**src/jac_pkg.sv**
```systemverilog
// Shared types and constants for the Jacobi symbol unit.
// Used by jac_rem and jacobi_symbol_unit. It depends on nothing else.
`timescale 1ns / 1ps

package jac_pkg;

   // Sequencer states of the top level.
   typedef enum logic [1:0] {
      JAC_IDLE,
      JAC_REDUCE,
      JAC_LOOP,
      JAC_MOD
   } jac_state_type;

   // States of the shift-subtract remainder unit.
   typedef enum logic [1:0] {
      REM_IDLE,
      REM_UP,
      REM_DOWN
   } rem_state_type;

   // Codes of the two-bit signed result.
   localparam logic signed [1:0] SYM_ZERO = 2'sb00;
   localparam logic signed [1:0] SYM_POS  = 2'sb01;
   localparam logic signed [1:0] SYM_NEG  = 2'sb11;

   // Residues that decide a sign flip.
   localparam logic [2:0] MOD8_THREE = 3'd3;
   localparam logic [2:0] MOD8_FIVE  = 3'd5;
   localparam logic [1:0] MOD4_THREE = 2'd3;

endpackage

```
**src/jacobi_symbol_unit.sv**
```systemverilog
// Top level of the Jacobi symbol unit: sequencer, operand registers and result.
// Depends on jac_pkg and jac_rem.
`timescale 1ns / 1ps

// Channel   Direction  Ports                                        Handshake
// request   in         req_numerator, req_denominator               start & !busy
// response  out        rsp_symbol, rsp_bad_denominator              rsp_valid, one cycle
//
// A bad denominator is answered straight from the idle state. Otherwise an
// item runs one remainder to bring the numerator into range, then one per
// swap, with a loop step for each stripped factor of two and each swap.
// All remainders run through the single shift-subtract unit.
// Reset clears the sequencer, the remainder unit's state and rsp_valid.
// The receiver cannot stall: rsp_valid is high for exactly one cycle per item,
// and a new item may be started in that same cycle.

module jacobi_symbol_unit
   import jac_pkg::*;
#(
   parameter int WORD_BITS = 64
) (
   input  logic                        clock,
   input  logic                        reset,
   input  logic                        start,
   output logic                        busy,
   input  logic signed [WORD_BITS-1:0] req_numerator,
   input  logic signed [WORD_BITS-1:0] req_denominator,
   output logic                        rsp_valid,
   output logic signed [1:0]           rsp_symbol,
   output logic                        rsp_bad_denominator
);

   jac_state_type        state_ff, state_in;
   logic [WORD_BITS-1:0] a_ff, a_in;
   logic [WORD_BITS-1:0] n_ff, n_in;
   logic                 neg_ff, neg_in;
   logic                 flip_ff, flip_in;
   logic                 rsp_valid_ff, rsp_valid_in;
   logic signed [1:0]    rsp_symbol_ff, rsp_symbol_in;
   logic                 rsp_bad_ff, rsp_bad_in;

   logic                 accept;
   logic                 bad_den;
   logic [WORD_BITS-1:0] num_bits;
   logic [WORD_BITS-1:0] num_mag;
   logic                 a_zero;
   logic                 rem_start;
   logic [WORD_BITS-1:0] rem_x;
   logic [WORD_BITS-1:0] rem_d;
   logic                 rem_done;
   logic [WORD_BITS-1:0] rem_r;

   assign accept   = start && (state_ff == JAC_IDLE);
   // The denominator must be positive and odd.
   assign bad_den  = req_denominator[WORD_BITS-1] || !req_denominator[0];
   assign num_bits = req_numerator;
   // A negative numerator is reduced through its magnitude; the most negative
   // value gives 2^(WORD_BITS-1), which is exact as an unsigned word.
   assign num_mag  = num_bits[WORD_BITS-1] ? (~num_bits + WORD_BITS'(1)) : num_bits;
   assign a_zero   = (a_ff == '0);

   // Next state.
   always_comb begin
      state_in = state_ff;
      case (state_ff)
         JAC_IDLE: begin
            if (accept && !bad_den) state_in = JAC_REDUCE;
         end
         JAC_REDUCE: begin
            if (rem_done) state_in = JAC_LOOP;
         end
         JAC_LOOP: begin
            if (a_zero) begin
               state_in = JAC_IDLE;
            end else if (a_ff[0]) begin
               state_in = JAC_MOD;
            end
         end
         JAC_MOD: begin
            if (rem_done) state_in = JAC_LOOP;
         end
         default: state_in = JAC_IDLE;
      endcase
   end

   // Controls of the remainder unit. It is started once to bring the
   // numerator into range, then once after every swap.
   always_comb begin
      rem_start = 1'b0;
      rem_x     = n_ff;
      rem_d     = a_ff;
      case (state_ff)
         JAC_IDLE: begin
            rem_start = accept && !bad_den;
            rem_x     = num_mag;
            rem_d     = req_denominator;
         end
         JAC_LOOP: begin
            rem_start = !a_zero && a_ff[0];
         end
         default: begin
            rem_start = 1'b0;
         end
      endcase
   end

   // Operand, sign and result registers.
   always_comb begin
      a_in          = a_ff;
      n_in          = n_ff;
      neg_in        = neg_ff;
      flip_in       = flip_ff;
      rsp_valid_in  = 1'b0;
      rsp_symbol_in = rsp_symbol_ff;
      rsp_bad_in    = rsp_bad_ff;
      case (state_ff)
         JAC_IDLE: begin
            if (accept) begin
               n_in    = req_denominator;
               neg_in  = num_bits[WORD_BITS-1];
               flip_in = 1'b0;
               if (bad_den) begin
                  rsp_valid_in  = 1'b1;
                  rsp_symbol_in = SYM_ZERO;
                  rsp_bad_in    = 1'b1;
               end
            end
         end
         JAC_REDUCE: begin
            if (rem_done) begin
               if (neg_ff && (rem_r != '0)) begin
                  a_in = n_ff - rem_r;
               end else begin
                  a_in = rem_r;
               end
            end
         end
         JAC_LOOP: begin
            if (a_zero) begin
               // The symbol is the sign only when the gcd came out as one.
               rsp_valid_in = 1'b1;
               rsp_bad_in   = 1'b0;
               if (n_ff == WORD_BITS'(1)) begin
                  rsp_symbol_in = flip_ff ? SYM_NEG : SYM_POS;
               end else begin
                  rsp_symbol_in = SYM_ZERO;
               end
            end else if (!a_ff[0]) begin
               // Each factor of two flips the sign when n is 3 or 5 mod 8.
               a_in = a_ff >> 1;
               if (n_ff[2:0] inside {MOD8_THREE, MOD8_FIVE}) flip_in = !flip_ff;
            end else begin
               // Reciprocity: swap, flipping when both are 3 mod 4. The new
               // a is loaded when the remainder unit finishes.
               n_in = a_ff;
               if ((a_ff[1:0] == MOD4_THREE) && (n_ff[1:0] == MOD4_THREE)) begin
                  flip_in = !flip_ff;
               end
            end
         end
         JAC_MOD: begin
            if (rem_done) a_in = rem_r;
         end
         default: begin
            a_in = a_ff;
         end
      endcase
   end

   jac_rem #(
      .WORD_BITS (WORD_BITS)
   ) u_rem (
      .clock     (clock),
      .reset     (reset),
      .start     (rem_start),
      .dividend  (rem_x),
      .divisor   (rem_d),
      .done      (rem_done),
      .remainder (rem_r)
   );

   always_ff @(posedge clock) begin
      if (reset) begin
         state_ff     <= JAC_IDLE;
         rsp_valid_ff <= 1'b0;
      end else begin
         state_ff     <= state_in;
         rsp_valid_ff <= rsp_valid_in;
      end
   end

   always_ff @(posedge clock) begin
      a_ff          <= a_in;
      n_ff          <= n_in;
      neg_ff        <= neg_in;
      flip_ff       <= flip_in;
      rsp_symbol_ff <= rsp_symbol_in;
      rsp_bad_ff    <= rsp_bad_in;
   end

   assign busy                = (state_ff != JAC_IDLE);
   assign rsp_valid           = rsp_valid_ff;
   assign rsp_symbol          = rsp_symbol_ff;
   assign rsp_bad_denominator = rsp_bad_ff;

endmodule

```
**src/jac_rem.sv**
```systemverilog
// Iterative remainder unit: x mod d by aligning d under x, then one
// compare and subtract per cycle. Depends on jac_pkg.
`timescale 1ns / 1ps

module jac_rem
   import jac_pkg::*;
#(
   parameter int WORD_BITS = 64
) (
   input  logic                 clock,
   input  logic                 reset,
   input  logic                 start,
   input  logic [WORD_BITS-1:0] dividend,
   input  logic [WORD_BITS-1:0] divisor,
   output logic                 done,
   output logic [WORD_BITS-1:0] remainder
);

   localparam int CNT_BITS = (WORD_BITS > 1) ? $clog2(WORD_BITS) : 1;

   rem_state_type        state_ff, state_in;
   logic [WORD_BITS-1:0] x_ff, x_in;
   logic [WORD_BITS-1:0] d_ff, d_in;
   logic [CNT_BITS-1:0]  k_ff, k_in;
   logic [WORD_BITS-1:0] x_step;
   logic                 fits;
   logic                 grow;

   // The divisor may double only while it stays at or below x / 2.
   assign grow   = (d_ff <= (x_ff >> 1));
   assign fits   = (x_ff >= d_ff);
   assign x_step = fits ? (x_ff - d_ff) : x_ff;

   always_comb begin
      state_in = state_ff;
      case (state_ff)
         REM_IDLE: begin
            if (start) state_in = REM_UP;
         end
         REM_UP: begin
            if (!grow) state_in = REM_DOWN;
         end
         REM_DOWN: begin
            if (k_ff == '0) state_in = REM_IDLE;
         end
         default: state_in = REM_IDLE;
      endcase
   end

   always_comb begin
      x_in = x_ff;
      d_in = d_ff;
      k_in = k_ff;
      case (state_ff)
         REM_IDLE: begin
            if (start) begin
               x_in = dividend;
               d_in = divisor;
               k_in = '0;
            end
         end
         REM_UP: begin
            if (grow) begin
               d_in = d_ff << 1;
               k_in = k_ff + CNT_BITS'(1);
            end
         end
         REM_DOWN: begin
            if (k_ff != '0) begin
               x_in = x_step;
               d_in = d_ff >> 1;
               k_in = k_ff - CNT_BITS'(1);
            end
         end
         default: begin
            x_in = x_ff;
         end
      endcase
   end

   always_comb begin
      done      = (state_ff == REM_DOWN) && (k_ff == '0);
      remainder = x_step;
   end

   always_ff @(posedge clock) begin
      if (reset) begin
         state_ff <= REM_IDLE;
      end else begin
         state_ff <= state_in;
      end
   end

   always_ff @(posedge clock) begin
      x_ff <= x_in;
      d_ff <= d_in;
      k_ff <= k_in;
   end

endmodule
```
**config.mk**
```make
export PLATFORM = sky130hd
export DESIGN_NAME = jacobi_symbol_unit
export DESIGN_NICKNAME = d
export VERILOG_FILES = /design/src/jac_pkg.sv /design/src/jacobi_symbol_unit.sv /design/src/jac_rem.sv
export SDC_FILE = /design/constraint.sdc
export NUM_CORES = 1
export LEC_CHECK = 0
export BUFFER_PORTS_ARGS = -buffer_cell sky130_fd_sc_hd__buf_2
export CAP_MARGIN = 20
export CORE_ASPECT_RATIO = 1.5
export CORE_MARGIN = 2
export CORE_UTILIZATION = 50
export DETAILED_ROUTE_END_ITERATION = 8
export PLACE_DENSITY = 0.7
export SLEW_MARGIN = 40
export SYNTH_ARGS = -nofsm -noshare
export SYNTH_HDL_FRONTEND = slang
export SYNTH_HIERARCHICAL = 1
export SYNTH_SLANG_ARGS = --single-unit
```
**constraint.sdc**
```tcl
create_clock -name clock -period 7.66 [get_ports clock]
set_input_delay 0.766 -clock clock [delete_from_list [all_inputs] [get_ports clock]]
set_output_delay 0.766 -clock clock [all_outputs]
set_load 0.02 [all_outputs]
```
==> impl_metrics.xml <==
<?xml version="1.0" encoding="UTF-8"?>
<metrics>
  <group name="status">
    <metric name="status" unit="">completed</metric>
  </group>
  <group name="critical_path">
    <metric name="timing.critical_path.fanout_max" unit="">34</metric>
    <metric name="crit_path_max_incr_delay" unit="ns">0.56</metric>
    <metric name="start_kind" unit="">flip-flop</metric>
    <metric name="endpoint_class_of_the_critical_path" unit="">flip-flop</metric>
    <metric name="crit_required" unit="ns">8.00</metric>
    <metric name="cp_data_arrival_time" unit="ns">7.09</metric>
    <metric name="worst_path_max_delay_cell" unit="">sky130_fd_sc_hd__a2111oi_0</metric>
    <metric name="setup.worst_path.class" unit="">flip-flop to flip-flop</metric>
    <metric name="worstPathCellList" unit="">inv_1 &gt; ha_1 &gt; fa_1 &gt; and2b_1 &gt; o2111ai_1 &gt; a21oi_1 &gt; o21ba_1 &gt; o21a_2 &gt; o2111ai_2 &gt; nand3_4 &gt; o21ai_0 &gt; buf_4 &gt; inv_1 &gt; ha_1 &gt; nor2b_1 &gt; o2111ai_1 &gt; and4_1 &gt; o21ai_1 &gt; a2111oi_0 &gt; nor2_1 &gt; o21ai_1 &gt; o31a_1 &gt; xor2_1 &gt; o21ai_0</metric>
  </group>
  <group name="placement">
    <metric name="gp_congestion" unit="">1.05</metric>
    <metric name="dp.final_hpwl" unit="mm">80.7</metric>
    <metric name="numPortBuffers" unit="">135</metric>
  </group>
  <group name="die">
    <metric name="placeable_area" unit="µm²">52600</metric>
    <metric name="num_rows" unit="">103</metric>
    <metric name="dieWidth" unit="µm">192</metric>
    <metric name="die_height" unit="µm">286</metric>
    <metric name="top_level_pins" unit="">136</metric>
    <metric name="dieArea" unit="µm²">54900</metric>
    <metric name="floorplan.initialDensity" unit="">0.504</metric>
  </group>
  <group name="layout">
    <metric name="synthToLayoutAreaGrowth" unit="%">8.95</metric>
    <metric name="fillers" unit="">4972</metric>
    <metric name="layout.core_utilization" unit="">0.549</metric>
    <metric name="layout-drive-gt1-share" unit="">0.126</metric>
    <metric name="num-nets-final" unit="">3624</metric>
  </group>
  <group name="global_route">
    <metric name="globalRouteOverflowTotal" unit="">0</metric>
    <metric name="grt_total_usage" unit="">0.366</metric>
    <metric name="first_global_vias" unit="">24468</metric>
    <metric name="grt_start_max_net_pins" unit="">161</metric>
    <metric name="grt_pass1_wl" unit="mm">151</metric>
    <metric name="antenna_found_initial" unit="">3</metric>
  </group>
  <group name="detailed_routing">
    <metric name="totalWireLength" unit="mm">103</metric>
    <metric name="drc_errors" unit="">0</metric>
    <metric name="vias" unit="">25975</metric>
    <metric name="drtIter0Drc" unit="">3484</metric>
    <metric name="ant_nets" unit="">0</metric>
    <metric name="firstDrtPassIters" unit="">6</metric>
    <metric name="vias_per_cell" unit="">6.50</metric>
    <metric name="avgRoutedWirePerCell" unit="µm">25.7</metric>
  </group>
  <group name="clock_network">
    <metric name="cts_root_buf" unit="">sky130_fd_sc_hd__clkbuf_16</metric>
    <metric name="clkSinkCount" unit="">272</metric>
    <metric name="postCtsSetupBuffers" unit="">0</metric>
    <metric name="path_clk_slew" unit="ns">0.07</metric>
    <metric name="cts.path.max_buffers" unit="">3</metric>
    <metric name="post_cts_resize_count" unit="">0</metric>
    <metric name="cts_hold_buf" unit="">0</metric>
    <metric name="numCtsBuffers" unit="">30</metric>
    <metric name="clk-insertion-delay-late" unit="ns">0.59</metric>
    <metric name="clock_tree.htree_level_count" unit="">1</metric>
    <metric name="tritoncts" unit="">done</metric>
  </group>
  <group name="yosys">
    <metric name="synth_cell_type_count" unit="">98</metric>
    <metric name="post_syn_instances" unit="">3245</metric>
    <metric name="synthesis.area_per_instance" unit="µm²">8.17</metric>
    <metric name="ys_async_sr_fraction" unit="">0</metric>
    <metric name="seq_area_frac_synth" unit="">0.306</metric>
    <metric name="synth.net_count" unit="">3578</metric>
    <metric name="yosys_register_bits" unit="">272</metric>
    <metric name="syn_area" unit="µm²">26500</metric>
    <metric name="yosysWarningCount" unit="">6</metric>
    <metric name="ys.flop_type" unit="">sky130_fd_sc_hd__edfxtp_1</metric>
    <metric name="number_of_synthesized_flops_with_an_enable_pin" unit="">267</metric>
  </group>
  <group name="sta">
    <metric name="clock.fmax" unit="MHz">148</metric>
    <metric name="finalCritPeriodShare" unit="">0.882</metric>
    <metric name="final-setup-viol-count" unit="">0</metric>
    <metric name="tightest_slew" unit="ns">0.886</metric>
    <metric name="report.final.hold_viol_count" unit="">0</metric>
    <metric name="tns" unit="ns">0</metric>
    <metric name="fin_skew" unit="ns">0.0155</metric>
    <metric name="grt_setup_unrepaired" unit="">false</metric>
    <metric name="timing.slew.headroom" unit="">0.403</metric>
    <metric name="layout_min_cycle_time" unit="ns">6.76</metric>
    <metric name="report.final.slew_viol_count" unit="">0</metric>
  </group>
  <group name="hold_path">
    <metric name="hold_path.class" unit="">primary input to flip-flop</metric>
  </group>
  <group name="power">
    <metric name="report.power.total" unit="µW">15300</metric>
    <metric name="static-leakage-power" unit="µW">0.0120</metric>
    <metric name="power.density_cell_area" unit="nW/µm²">528</metric>
    <metric name="ir_worst_vdd" unit="mV">0.314</metric>
  </group>
  <group name="run">
    <metric name="drv.max_cap_violation_count" unit="">0</metric>
  </group>
</metrics>
==> metal layers <==
layer,track usage,vias up,part of all wire
met3,0.0692,237,0.11
li1,-,11892,-
met1,0.502,12330,0.40
met5,0,-,0.00013
met2,0.555,1514,0.43
met4,0.176,2,0.059
==> path summary, 6_finish.rpt <==
kind,from,endpoint,cells after the start,slack [ns]
setup / recovery,u_rem/x_ff[0],a_ff[54],24,0.90
hold / removal,reset,state_ff[1],2,0.49
setup reg to reg,u_rem/x_ff[0],a_ff[54],24,0.90
hold reg to reg,u_rem/state_ff[1],u_rem/state_ff[1],2,0.54
==> stage by stage <==
step | cell area (µm²) | instances | hold slack [ns] | setup slack [ns]
after detailed placement | 27900 | 3941 | 0.524 | 1.02
after global routing | 28900 | 3998 | 0.486 | 0.363
after global placement | 27900 | 3941 | 0.502 | 1.06
after CTS | 28800 | 3996 | 0.459 | 0.973
final | 28900 | 3999 | 0.492 | 0.904
after floorplan | 26500 | 3245 | 0.468 | 2.07
==> logic make-up after synthesis <==
kind of cell               share of synthesized area
xor gates and xnor gates                      0.0595
AOI/OAI and AO/OA                              0.232
DFF                                            0.306
and+or+nand+nor                                0.188
buffers and inverters                         0.0613
muxes                                         0.0558
adders and majority gates                     0.0962
==> power breakdown <==
group / internal (µW) / switching [µW]
Clock: 838 / 655
Sequential: 2290 / 336
Combinational: 4000 / 7130
==> layout make-up <==
cell class	instances	area [µm²]	area share
Timing Repair Buffer	193	1150	0.0399
Tap cell	682	853	0.0295
Clock buffer	38	802	0.0278
Antenna cell	3	7.51	0.000260
Sequential cell	272	8120	0.281
Inverter	238	896	0.0310
Clock inverter	17	165	0.00572
Multi-Input combinational cell	2556	16900	0.585
==> cell usage in the layout (no fill, tap or decap), types with 106 or more instances in the layout <==
master                     synthesis  final
sky130_fd_sc_hd__buf_2            14    135
sky130_fd_sc_hd__inv_1           237    235
sky130_fd_sc_hd__o21ai_0         205    201
sky130_fd_sc_hd__nand2_1         451    450
sky130_fd_sc_hd__mux2_2          106    106
sky130_fd_sc_hd__xor2_1          106    106
sky130_fd_sc_hd__nor2_1          277    275
sky130_fd_sc_hd__a21oi_1         287    285
sky130_fd_sc_hd__ha_1            199    196
sky130_fd_sc_hd__edfxtp_1        267    267
==> Yosys cell counts, drive strengths merged (20+ instances only) <==
master | number | area [µm²]
nor3 | 33 | 175
o21ai | 238 | 1190
a21oi | 289 | 1450
o21bai | 39 | 293
a22oi | 86 | 646
nand4 | 68 | 425
a31oi | 25 | 163
xnor2 | 74 | 648
a21o | 98 | 736
xor2 | 106 | 928
nand3 | 44 | 225
o21a | 20 | 151
nand2b | 24 | 150
nor2b | 20 | 133
clkbuf | 143 | 538
mux2i | 23 | 230
nand2 | 451 | 1690
edfxtp | 267 | 8020
ha | 199 | 2490
mux2 | 110 | 1250
inv | 238 | 893
a221oi | 25 | 225
buf | 36 | 194
nor4 | 68 | 462
o31ai | 28 | 245
nor2 | 279 | 1050
==> flip-flops by register name, indices dropped and copies added, names as in the netlist <==
| register | cells |
|---|---|
| a_ff | 64 |
| flip_ff | 1 |
| n_ff | 64 |
| neg_ff | 1 |
| rsp_bad_denominator | 1 |
| rsp_symbol | 2 |
| rsp_valid | 1 |
| state_ff | 2 |
| u_rem/d_ff | 64 |
| u_rem/k_ff | 6 |
| u_rem/state_ff | 2 |
| u_rem/x_ff | 64 |
==> worst max-delay path: cells and delay by family (launching register included) <==
kind / cells / cell delay [ns]
compound gates: 12 / 3.45
xor+xnor: 1 / 0.14
fa+ha+maj: 3 / 0.77
buf+inv: 3 / 0.38
flops: 1 / 0.39
simple gates: 5 / 1.32
(Power assumes the default switching activity.)
